$ cat config.mk
export PLATFORM = sky130hd
export DESIGN_NAME = sgs_divider
export DESIGN_NICKNAME = d
export VERILOG_FILES = /design/src/rtl/sgs_pkg.sv /design/src/rtl/sgs_divider.sv
export SDC_FILE = /design/constraint.sdc
export NUM_CORES = 1
export LEC_CHECK = 0
export ABC_AREA = 0
export BUFFER_PORTS_ARGS = -buffer_cell sky130_fd_sc_hd__clkbuf_2
export CAP_MARGIN = 25
export CORE_UTILIZATION = 42
export CTS_BUF_LIST = sky130_fd_sc_hd__clkbuf_2 sky130_fd_sc_hd__clkbuf_4 sky130_fd_sc_hd__clkbuf_8
export CTS_CLUSTER_SIZE = 24
export DETAILED_ROUTE_END_ITERATION = 16
export GPL_TIMING_DRIVEN = 0
export SYNTH_ARGS = -nofsm -noshare
export SYNTH_HDL_FRONTEND = slang
export SYNTH_SLANG_ARGS = --single-unit
$ cat constraint.sdc
create_clock -name clk -period 8.1 [get_ports clk]
set_input_delay 0.81 -clock clk [delete_from_list [all_inputs] [get_ports clk]]
set_output_delay 0.81 -clock clk [all_outputs]
set_load 0.01 [all_outputs]
$ cat src/rtl/sgs_pkg.sv
`default_nettype none

package sgs_pkg;

	localparam int DATA_W    = 32;
	localparam int ACC_W     = 64;
	localparam int RES_W     = 31;
	localparam int IDX_W     = 8;
	localparam int ROWCNT_W  = 9;
	localparam int LIMIT_W   = 8;
	localparam int CMD_W     = 2;
	localparam int CFG_IDX_W = 2;

	localparam logic [CMD_W-1:0] CMD_LOAD_ENTRY  = 2'd0;
	localparam logic [CMD_W-1:0] CMD_LOAD_VECTOR = 2'd1;
	localparam logic [CMD_W-1:0] CMD_SOLVE       = 2'd2;
	localparam logic [CMD_W-1:0] CMD_READ        = 2'd3;

	localparam logic [CFG_IDX_W-1:0] CFG_ROW_COUNT   = 2'd0;
	localparam logic [CFG_IDX_W-1:0] CFG_TOLERANCE   = 2'd1;
	localparam logic [CFG_IDX_W-1:0] CFG_SWEEP_LIMIT = 2'd2;

	localparam logic [ROWCNT_W-1:0] ROW_COUNT_RST   = 9'd256;
	localparam logic [RES_W-1:0]    TOLERANCE_RST   = 31'd66;
	localparam logic [LIMIT_W-1:0]  SWEEP_LIMIT_RST = 8'd100;

	localparam logic signed [DATA_W-1:0] DATA_MAX = {1'b0, {(DATA_W-1){1'b1}}};
	localparam logic signed [DATA_W-1:0] DATA_MIN = {1'b1, {(DATA_W-1){1'b0}}};
	localparam logic signed [ACC_W-1:0]  ACC_MAX  = {1'b0, {(ACC_W-1){1'b1}}};
	localparam logic signed [ACC_W-1:0]  ACC_MIN  = {1'b1, {(ACC_W-1){1'b0}}};
	localparam logic [RES_W-1:0]         RES_MAX  = {RES_W{1'b1}};

	typedef enum logic [4:0] {
		S_IDLE,
		S_LOAD_FILL,
		S_READ,
		S_ROW_A,
		S_ROW_B,
		S_ROW_C,
		S_ROW_D,
		S_ENT_A,
		S_ENT_B,
		S_ENT_C,
		S_ENT_D,
		S_OLD_A,
		S_OLD_B,
		S_DIV,
		S_WB,
		S_SWEEP_END
	} state_t;

	typedef enum logic [1:0] {
		PH_FIRST,
		PH_LAST,
		PH_EVEN,
		PH_ODD
	} phase_t;

endpackage

`default_nettype wire

$ cat src/rtl/sgs_divider.sv
`default_nettype none

module sgs_divider (
	input  wire logic                        clk,
	input  wire logic                        arst_n,
	input  wire logic                        start,
	input  wire logic [sgs_pkg::ACC_W-1:0]   dividend,
	input  wire logic [sgs_pkg::DATA_W-1:0]  divisor,
	output logic                             done,
	output logic [sgs_pkg::ACC_W-1:0]        quotient
);
	import sgs_pkg::*;

	localparam int CW = $clog2(ACC_W);

	logic              busy_q;
	logic              done_q;
	logic [CW-1:0]     cnt_q;
	logic [ACC_W-1:0]  num_q;
	logic [DATA_W-1:0] rem_q;
	logic [DATA_W-1:0] den_q;
	logic [DATA_W:0]   rem_sh;
	logic [DATA_W:0]   rem_sub;
	logic              take;

	always_comb begin
		rem_sh  = {rem_q, num_q[ACC_W-1]};
		rem_sub = rem_sh - {1'b0, den_q};
		take    = (rem_sh >= {1'b0, den_q});
	end

	always_ff @(posedge clk or negedge arst_n) begin
		if (!arst_n) begin
			busy_q <= 1'b0;
			done_q <= 1'b0;
			cnt_q  <= '0;
		end else begin
			done_q <= 1'b0;
			if (start) begin
				busy_q <= 1'b1;
				cnt_q  <= '0;
			end else if (busy_q) begin
				cnt_q <= cnt_q + 1'b1;
				if (cnt_q == CW'(ACC_W - 1)) begin
					busy_q <= 1'b0;
					done_q <= 1'b1;
				end
			end
		end
	end

	always_ff @(posedge clk) begin
		if (start) begin
			num_q <= dividend;
			rem_q <= '0;
			den_q <= divisor;
		end else if (busy_q) begin
			num_q <= {num_q[ACC_W-2:0], take};
			rem_q <= take ? rem_sub[DATA_W-1:0] : rem_sh[DATA_W-1:0];
		end
	end

	assign done     = done_q;
	assign quotient = num_q;

endmodule

`default_nettype wire

-- Yosys cells after proc, flatten, opt, wreduce, memory -nomap -nowiden
Cells that the tools add are included.
- mux-type cells: 11
- $add $sub $neg: 2
- equality and inequality tests: 1
- magnitude comparators: 1
- reductions and logical operators: 1
- operator list (operator ; count):
    $mux W64 ; 2
    $ge A33 B32 Y1 ; 1
    $mux W32 ; 1
    $sub A32 B32 Y32 ; 1
    $mux W6 ; 2
    $add A6 B1 Y6 const B ; 1
    $eq A6 B6 Y1 const B ; 1
    $mux W1 ; 6
    $reduce_bool A2 Y1 ; 1
- register bits: 136
- input bits: 99

-- Depth between registers and ports, before layout
Gate-level depths: netlist of the first run.
- word-level depth: 4
- depth in mapped cells: 14
- gate-level depth less buffers: 13

-- Least setup slack after synthesis of the first run
OpenSTA, ideal clock, no wires.
- path kind: input -> register
- from: input port start
- to: register num_q[0] (netlist: quotient[0]), enable pin
- stages on the path: 4
- required time: 7682 ps
- data arrival time: 2585 ps
- setup slack: 5097 ps
- cells stage by stage: clkbuf_1 -> clkbuf_1 -> nor2_1 -> inv_1
- longest elaborated chain between the ends: 1
- RTL lines (what ; RTL line ; RTL):
    from (decl) ; sgs_divider.sv:6 ; input wire logic start,
    $reduce_bool A2 Y1 (no source line) ; n/a ;
    to (signal assigned) ; sgs_divider.sv:54 ; num_q <= dividend;
    to (signal assigned) ; sgs_divider.sv:58 ; num_q <= {num_q[ACC_W-2:0], take};
    to (decl) ; sgs_divider.sv:19 ; logic [ACC_W-1:0] num_q;
No other way between the ends.
A chain may end at the register's enable or synchronous reset.

-- Worst setup path after layout of the first run
- from: register num_q[63] (netlist: quotient[63])
- to: register rem_q[30]
- longest elaborated chain between the ends: 2
- RTL lines (what ; RTL line ; RTL):
    $sub A32 B32 Y32 / $ge A33 B32 Y1 (equally long branches) ; sgs_divider.sv:28, sgs_divider.sv:29 ;
    $mux W32 (*) ; sgs_divider.sv:59 ; rem_q <= take ? rem_sub[DATA_W-1:0] : rem_sh[DATA_W-1:0];
    to (signal assigned) ; sgs_divider.sv:59 ;
    to (decl) ; sgs_divider.sv:20 ; logic [DATA_W-1:0] rem_q;
Every way passes the cells marked *; elsewhere a longest branch is shown, timed or not.

==> reports/results.md, run 1 <==
| Quantity | Value |
|---|---|
| Met3 wire length | 1320 um |
| Clock Latency Late Sink | 0.45 ns |
| CP Class | reg -> reg |
| Number of nets in the layout | 954 |
| Number of antenna violations at the first check in global routing | 0 |
| Hold/Removal Path Class | in -> async |
| Internal Pwr Total | 1.59 mW |
| Leakage dissipation | 3.80 nW |
| Post-synthesis cell count | 638 |
| Final Max Slew Viols | 0 |
| Synth-to-Final Area Change | 20.5% |
| # diodes | 0 |
| Final HPWL from detailed placement | 12800 um |
| Share of the clock period used by the worst path | 37.4% |
| Metal1 wirelength | 7440 um |
| Remaining max-slew budget at the tightest pin | 39.3% |
| Area of the die | 18000 sq um |
| RSZ-0062 raised after global routing | false |
| Proportion of total power due to net switching | 35.5% |
| Buffer depth of the longest clock path | 2 |
| Synth Net Count | 771 |
| # IOs | 164 |
| Worst-case vdd ir drop | 0.145 mV |
| Worst clock skew on the final layout | 0.0137 ns |
| Number of enable-type register cells in the synthesized netlist | 96 |
| Post-CTS setup-driven buffer insertion count | 0 |
| Critical path data arrival time | 3.40 ns |
| Cell at the root of the clock tree | clkbuf_8 |
| Clk slew on worst S/H paths | 0.09 ns |
| Total global routing track utilization | 20.0% |
| Per-cell via count in the routed design | 5.17 |
| Fraction of registers with async set or reset after synthesis | 5.88% |
| Max Freq | 0.330 GHz |
| Global-route wire length before repair | 27900 um |
| Overall die width | 134 um |
| Total area of sequential cells | 3720 sq um |
| Critical Path Source Type | flip-flop |
| Share of power burned in the clock network | 23.0% |
| Hold-fix buffer count after cts | 0 |
| Met2 routed WL | 8080 um |
| Hold violation total from the final report | 0 |
| Number of design rule violations left after detail routing | 0 |
| Initial core utilization | 42.8% |
| Input/output buffers | 163 |
| Final hold slack | 0.190 ns |
| Number of vias in the routed layout | 5471 |
| Minimum clock period | 3.03 ns |
| Total Power | 2.46 mW |
| Synthesis-stage register bit count | 136 |
| Max_cap viols | 0 |
| TritonCTS clock tree | done |
| Count of distinct cell types in the synthesized netlist | 63 |
| Mean cell area of the mapped netlist | 11.5 sq um |
| Count of warnings emitted by yosys | 0 |
| Avg WL per Cell | 16.2 um |
| Total power per unit cell area | 278 nW/um^2 |
| Total of fill cells in the finished design | 1598 |
| Summed instance area of the synthesized netlist | 7350 sq um |
| CTS Sinks | 136 |
| Slew of the pin with the lowest slew margin | 0.911 ns |
| Multi-input gate area | 3300 sq um |
| Commonest cells after routing, fill and taps aside | 163 x clkbuf_2, 96 x edfxtp_1, 65 x mux2_2 |
| Sum Neg Setup Slack | 0 ns |
| Part of the power in registers | 38.1% |
| Number of DRC violations after detailed-routing iteration 0 | 233 |
| Placeable core region | 17200 sq um |
| Via count of the first global-routing pass | 5648 |
| Share of cells above drive strength 1 | 35.3% |
| Detailed Route WL | 17100 um |
| Worst Path Max Fanout | 4 |
| Final instance area | 8860 sq um |
| Result of the run | finished, final reports clean |
| Leading cell type in the layout, fill and taps excluded | clkbuf_2 |
| Top layer reached by signal wires | met4 |
| Residual antenna-violating net count after detailed routing | 0 |
| Most used DFF post-synth | edfxtp_1 |
| Net Switching | 872 uW |
| Floorplan row count | 48 |
| Number of levels the H-tree was split into | 4 |
| Placed Area | 8470 sq um |
| Die Y-Extent | 134 um |
| Type of element capturing the critical path | flip-flop |
| Pre-antenna DRT Iters | 6 |
| Gate power share | 39.0% |
| Weighted congestion reported at the end of routability-driven placement | 0.934 |
| Post-CTS sizing | 0 |
| Finish-stage setup viols | 0 |
| Remaining global-route overflow | 0 |
| Post-layout utilization of the core | 51.6% |
| Required time of the critical path | 8.47 ns |
| Largest net degree at the start of global routing | 42 |
| Part of the Yosys area used for sequential elements | 50.6% |
| Clock buffers created by TritonCTS | 17 |
==> power by group through the flow <==
stage	Sequential (mW)	Combinational [mW]	Clock (mW)
2_1_floorplan	0.952	0.721	0
3_3_place_gp	0.948	0.943	0
3_5_place_dp	0.949	0.957	0
4_1_cts	0.937	0.961	0.579
5_1_grt	0.952	1.06	0.609
6_report	0.937	0.958	0.565
==> state kept, by name (all words and copies together), names as in the netlist <==
register	flops
done	1
cnt_q	6
rem_q	32
quotient	64
busy_q	1
den_q	32
==> per-layer routing <==
metal  global-route usage (%)  up-vias
met1                     23.9     2576
met2                     33.1      159
met3                     7.71       23
met4                     5.99        0
li1                         -     2713
met5                        0        -
==> worst paths after layout <==
| path | startpoint | end | slack (ns) | depth (start not counted) |
|---|---|---|---|---|
| setup / recovery | quotient[63] | rem_q[30] | 5.07 | 13 |
| max in group asynchronous | arst_n | cnt_q[4] | 7.71 | 1 |
| min in group clk | rem_q[12] | rem_q[12] | 0.50 | 2 |
| setup reg to reg | quotient[63] | rem_q[30] | 5.07 | 13 |
| hold reg to reg | rem_q[12] | rem_q[12] | 0.50 | 2 |
| hold / removal | arst_n | cnt_q[2] | 0.19 | 1 |
==> cells in the mapped netlist, types with 2 or more instances <==
master | number | area (sq um)
a211o_1 | 2 | 17.5
a211oi_1 | 27 | 203
a211oi_2 | 7 | 87.6
a21o_1 | 5 | 37.5
a21oi_1 | 35 | 175
a21oi_2 | 5 | 43.8
a22o_1 | 2 | 17.5
a31o_2 | 2 | 17.5
a31oi_1 | 2 | 12.5
and3_1 | 2 | 12.5
buf_1 | 6 | 22.5
buf_2 | 7 | 35.0
buf_6 | 3 | 33.8
clkbuf_1 | 14 | 52.6
dfrtp_1 | 8 | 200
dfxtp_1 | 32 | 641
edfxtp_1 | 96 | 2880
ha_1 | 33 | 413
inv_1 | 40 | 150
mux2_2 | 65 | 732
mux2i_1 | 24 | 240
nand2_1 | 34 | 128
nand2b_1 | 5 | 31.3
nand3_1 | 5 | 25.0
nand4_1 | 9 | 56.3
nor2_1 | 60 | 225
nor2b_1 | 5 | 31.3
nor3_1 | 6 | 30.0
o211ai_1 | 2 | 15.0
o21a_1 | 5 | 37.5
o21ai_0 | 21 | 105
o21ai_1 | 5 | 25.0
o21bai_1 | 2 | 15.0
o31ai_1 | 2 | 15.0
or3_1 | 3 | 18.8
xnor2_1 | 16 | 140
xor2_1 | 15 | 131
==> cell families (layout without fill, tap and decap cells) <==
family	count (synthesis)	after routing	share of synthesized area, %
buf+inv	72	267	4.47
simple gates	137	137	8.57
xor+xnor	31	31	3.69
mux	90	90	13.4
flops	136	136	50.6
compound gates	138	138	13.3
fa+ha+maj	34	34	5.89
==> layout make-up <==
type	count	area share, %
plain buffers	32	2.02
clock buffers	18	2.73
clock inverters	13	1.67
inverters	40	1.69
multi-input cells	430	37.3
flip-flops and latches	136	42.0
well taps	225	3.18
repair buffers	164	9.43
==> metrics by stage <==
| step | setup slack (ns) | std cells |
|---|---|---|
| floorplan | 5.10 | 638 |
| global placement | 3.49 | 1026 |
| detailed placement | 4.48 | 1027 |
| CTS | 5.00 | 1058 |
| global route | 4.79 | 1058 |
| finish | 5.07 | 1058 |
==> worst max-delay path: stages, from the launching register on <==
cell and delay [ns]:
edfxtp_1 0.39, inv_1 0.10, ha_1 0.17, inv_1 0.05, fa_1 0.43, nand3_1 0.15, a21oi_2 0.10, o41ai_4 0.44
o31a_2 0.27, a21oi_2 0.08, a311oi_1 0.33, xnor2_1 0.16, mux2i_1 0.09, a211oi_1 0.21
Power figures use the tool's default switching activity.
==> run 2: changes to the inputs <==
- clock period: 8.1 -> 3.1 ns (I/O delays scaled with it)
==> run 2 against run 1 <==
Compared with the run above: die area unchanged; sequential cell count stayed put; non-clock buffer count increased by 5; critical endpoint is now rem_q[22].
==> reports/results.md, run 2 (synthesized netlist as in run 1, its figures left out) <==
| Quantity | Value |
|---|---|
| Result of the run | finished, final reports clean |
| Number of levels the H-tree was split into | 4 |
| Number of DRC violations after detailed-routing iteration 0 | 269 |
| GR peak layer | met2 |
| Slew of the pin with the lowest slew margin | 0.907 ns |
| Met3 track demand over resource in global routing | 7.63% |
| Max_cap viols | 0 |
| Cell at the root of the clock tree | clkbuf_8 |
| Via count of the first global-routing pass | 5654 |
| Worst clock skew on the final layout | 0.0126 ns |
| Area of the die | 18000 sq um |
| Number of antenna violations at the first check in global routing | 0 |
| Worst reg-to-reg path cell count | 14 |
| Critical Path Source Type | flip-flop |
| Number of vias in the routed layout | 5498 |
| Share of cells above drive strength 1 | 36.0% |
| Final WS setup | 0.191 ns |
| Die Y-Extent | 134 um |
| Internal Pwr Total | 4.17 mW |
| Cells along the critical path | inv_1, ha_1, inv_1, fa_2, nand3_1, a21oi_2, o41ai_4, buf_4, o31a_2, buf_4, o31ai_1, xor2_1, mux2i_1, a211oi_2 |
| Met1 Use GR | 24.0% |
| Pre-antenna DRT Iters | 4 |
| Global-route wire length before repair | 27900 um |
| Net Switching | 2.30 mW |
| Input/output buffers | 163 |
| Worst-case vdd ir drop | 0.380 mV |
| Gate power share | 39.4% |
| Hold violation total from the final report | 0 |
| # diodes | 0 |
| Worst Path Max Fanout | 4 |
| Max Freq | 0.344 GHz |
| Minimum clock period | 2.91 ns |
| Number of nets in the layout | 959 |
| Clock Latency Late Sink | 0.45 ns |
| Total power per unit cell area | 725 nW/um^2 |
| Final HPWL from detailed placement | 12800 um |
| Proportion of total power due to net switching | 35.6% |
| Leading cell type in the layout, fill and taps excluded | clkbuf_2 |
| Detailed Route WL | 17100 um |
| Residual antenna-violating net count after detailed routing | 0 |
| Worst stage delay on the critical path | 0.35 ns |
| Met2 capacity usage during global routing | 33.1% |
| Part of the power in registers | 37.8% |
| Share of power burned in the clock network | 22.8% |
| Critical-path cell with the highest stage delay | edfxtp_1 |
| Critical path data arrival time | 3.28 ns |
| # IOs | 164 |
| Placeable core region | 17200 sq um |
| Remaining max-slew budget at the tightest pin | 39.5% |
| Required time of the critical path | 3.47 ns |
| Share of the clock period used by the worst path | 93.8% |
| Overall die width | 134 um |
| Initial core utilization | 42.8% |
| Remaining global-route overflow | 0 |
| Worst setup slack before clock tree synthesis | -0.0221 ns |
| Hold path cells | 1 |
| CP Class | reg -> reg |
| TritonCTS clock tree | done |
| Floorplan row count | 48 |
| Avg WL per Cell | 16.1 um |
| CTS Sinks | 136 |
| Type of element capturing the critical path | flip-flop |
| Largest net degree at the start of global routing | 42 |
| Number of design rule violations left after detail routing | 0 |
| Clock buffers created by TritonCTS | 17 |
| RSZ-0062 raised after global routing | true |
| Per-cell via count in the routed design | 5.17 |
| Finish-stage setup viols | 0 |
| Clk slew on worst S/H paths | 0.08 ns |
| Total global routing track utilization | 20.0% |
| Synth-to-Final Area Change | 21.5% |
| Final Max Slew Viols | 0 |
| Sum Neg Setup Slack | 0 ns |
| Leakage dissipation | 3.86 nW |
| Hold/Removal Path Class | in -> reg |
| Buffer depth of the longest clock path | 2 |
| Weighted congestion reported at the end of routability-driven placement | 0.934 |
| Commonest cells after routing, fill and taps aside | 163 x clkbuf_2, 96 x edfxtp_1, 65 x mux2_2 |
| Max FFs per register | 64 |
## run 2: cell types whose count changed in the layout (fill, tap and decap cells not counted), sizes merged
cell,previous run,this run
buf,19,22
dlygate4sd3,0,2
## run 2: what timing repair did
| item | in CTS | in global routing |
|---|---|---|
| gates resized for setup | 0 | 6 |
| setup endpoints to repair | 0 | 3 |
| hold buffers | 1 | 1 |
| buffers inserted | 0 | 3 |
| endpoints found under the hold margin | 8 | 1 |
## run 2: final cells by class
| type | instances | area, sq um |
|---|---|---|
| Multi-Input combinational cell | 430 | 3340 |
| Clock inverter | 13 | 148 |
| Clock buffer | 18 | 241 |
| Sequential cell | 136 | 3720 |
| Tap cell | 225 | 282 |
| Timing Repair Buffer | 169 | 878 |
| Fill cell | 1594 | 8240 |
| Inverter | 40 | 150 |
| Buffer | 32 | 179 |
## run 2: worst max-delay path: cells and delay by family (launching register included)
family,cells,cell delay (ns)
AO/OA/AOI/OAI,5,1.19
buffers and inverters,4,0.45
adder cells (fa/ha/maj),2,0.43
flip-flops,1,0.35
XOR/XNOR,1,0.18
AND/OR/NAND/NOR,1,0.12
multiplexers,1,0.10
## run 2: worst paths after layout
path | start | to | slack, ns
hold / removal | divisor[4] | den_q[4] | 0.03
min in group asynchronous | arst_n | cnt_q[2] | 0.28
max in group asynchronous | arst_n | cnt_q[4] | 2.63
setup reg to reg | quotient[63] | rem_q[22] | 0.19
setup / recovery | quotient[63] | rem_q[22] | 0.19
hold reg to reg | rem_q[12] | rem_q[12] | 0.50
## run 2: routing by layer
layer / part of all wire (%) / wire (um)
met1: 43 / 7420
met4: 1.5 / 259
met2: 47 / 8100
met3: 8.0 / 1370
met5: 0 / 0
## run 2: power groups by stage
stage | Combinational, mW | Clock [mW] | Sequential (mW)
after floorplan | 1.88 | 0 | 2.49
after global placement | 2.46 | 0 | 2.48
after detailed placement | 2.50 | 0 | 2.48
after CTS | 2.51 | 1.51 | 2.45
after global routing | 2.82 | 1.59 | 2.49
final | 2.55 | 1.47 | 2.45
## run 2: through the flow
stage / hold WS (ns) / cell area, sq um / power, mW / util (%) / instances
6_report: 0.0313 / 8940 / 6.48 / 52.0 / 1063
5_1_grt: 0.00130 / 8940 / 6.90 / 52.0 / 1063
4_1_cts: 0.00865 / 8870 / 6.47 / 51.6 / 1059
3_5_place_dp: 0.172 / 8470 / 4.98 / 49.3 / 1027
3_3_place_gp: 0.162 / 8450 / 4.94 / 49.2 / 1026
2_1_floorplan: 0.0144 / 7350 / 4.37 / - / 638
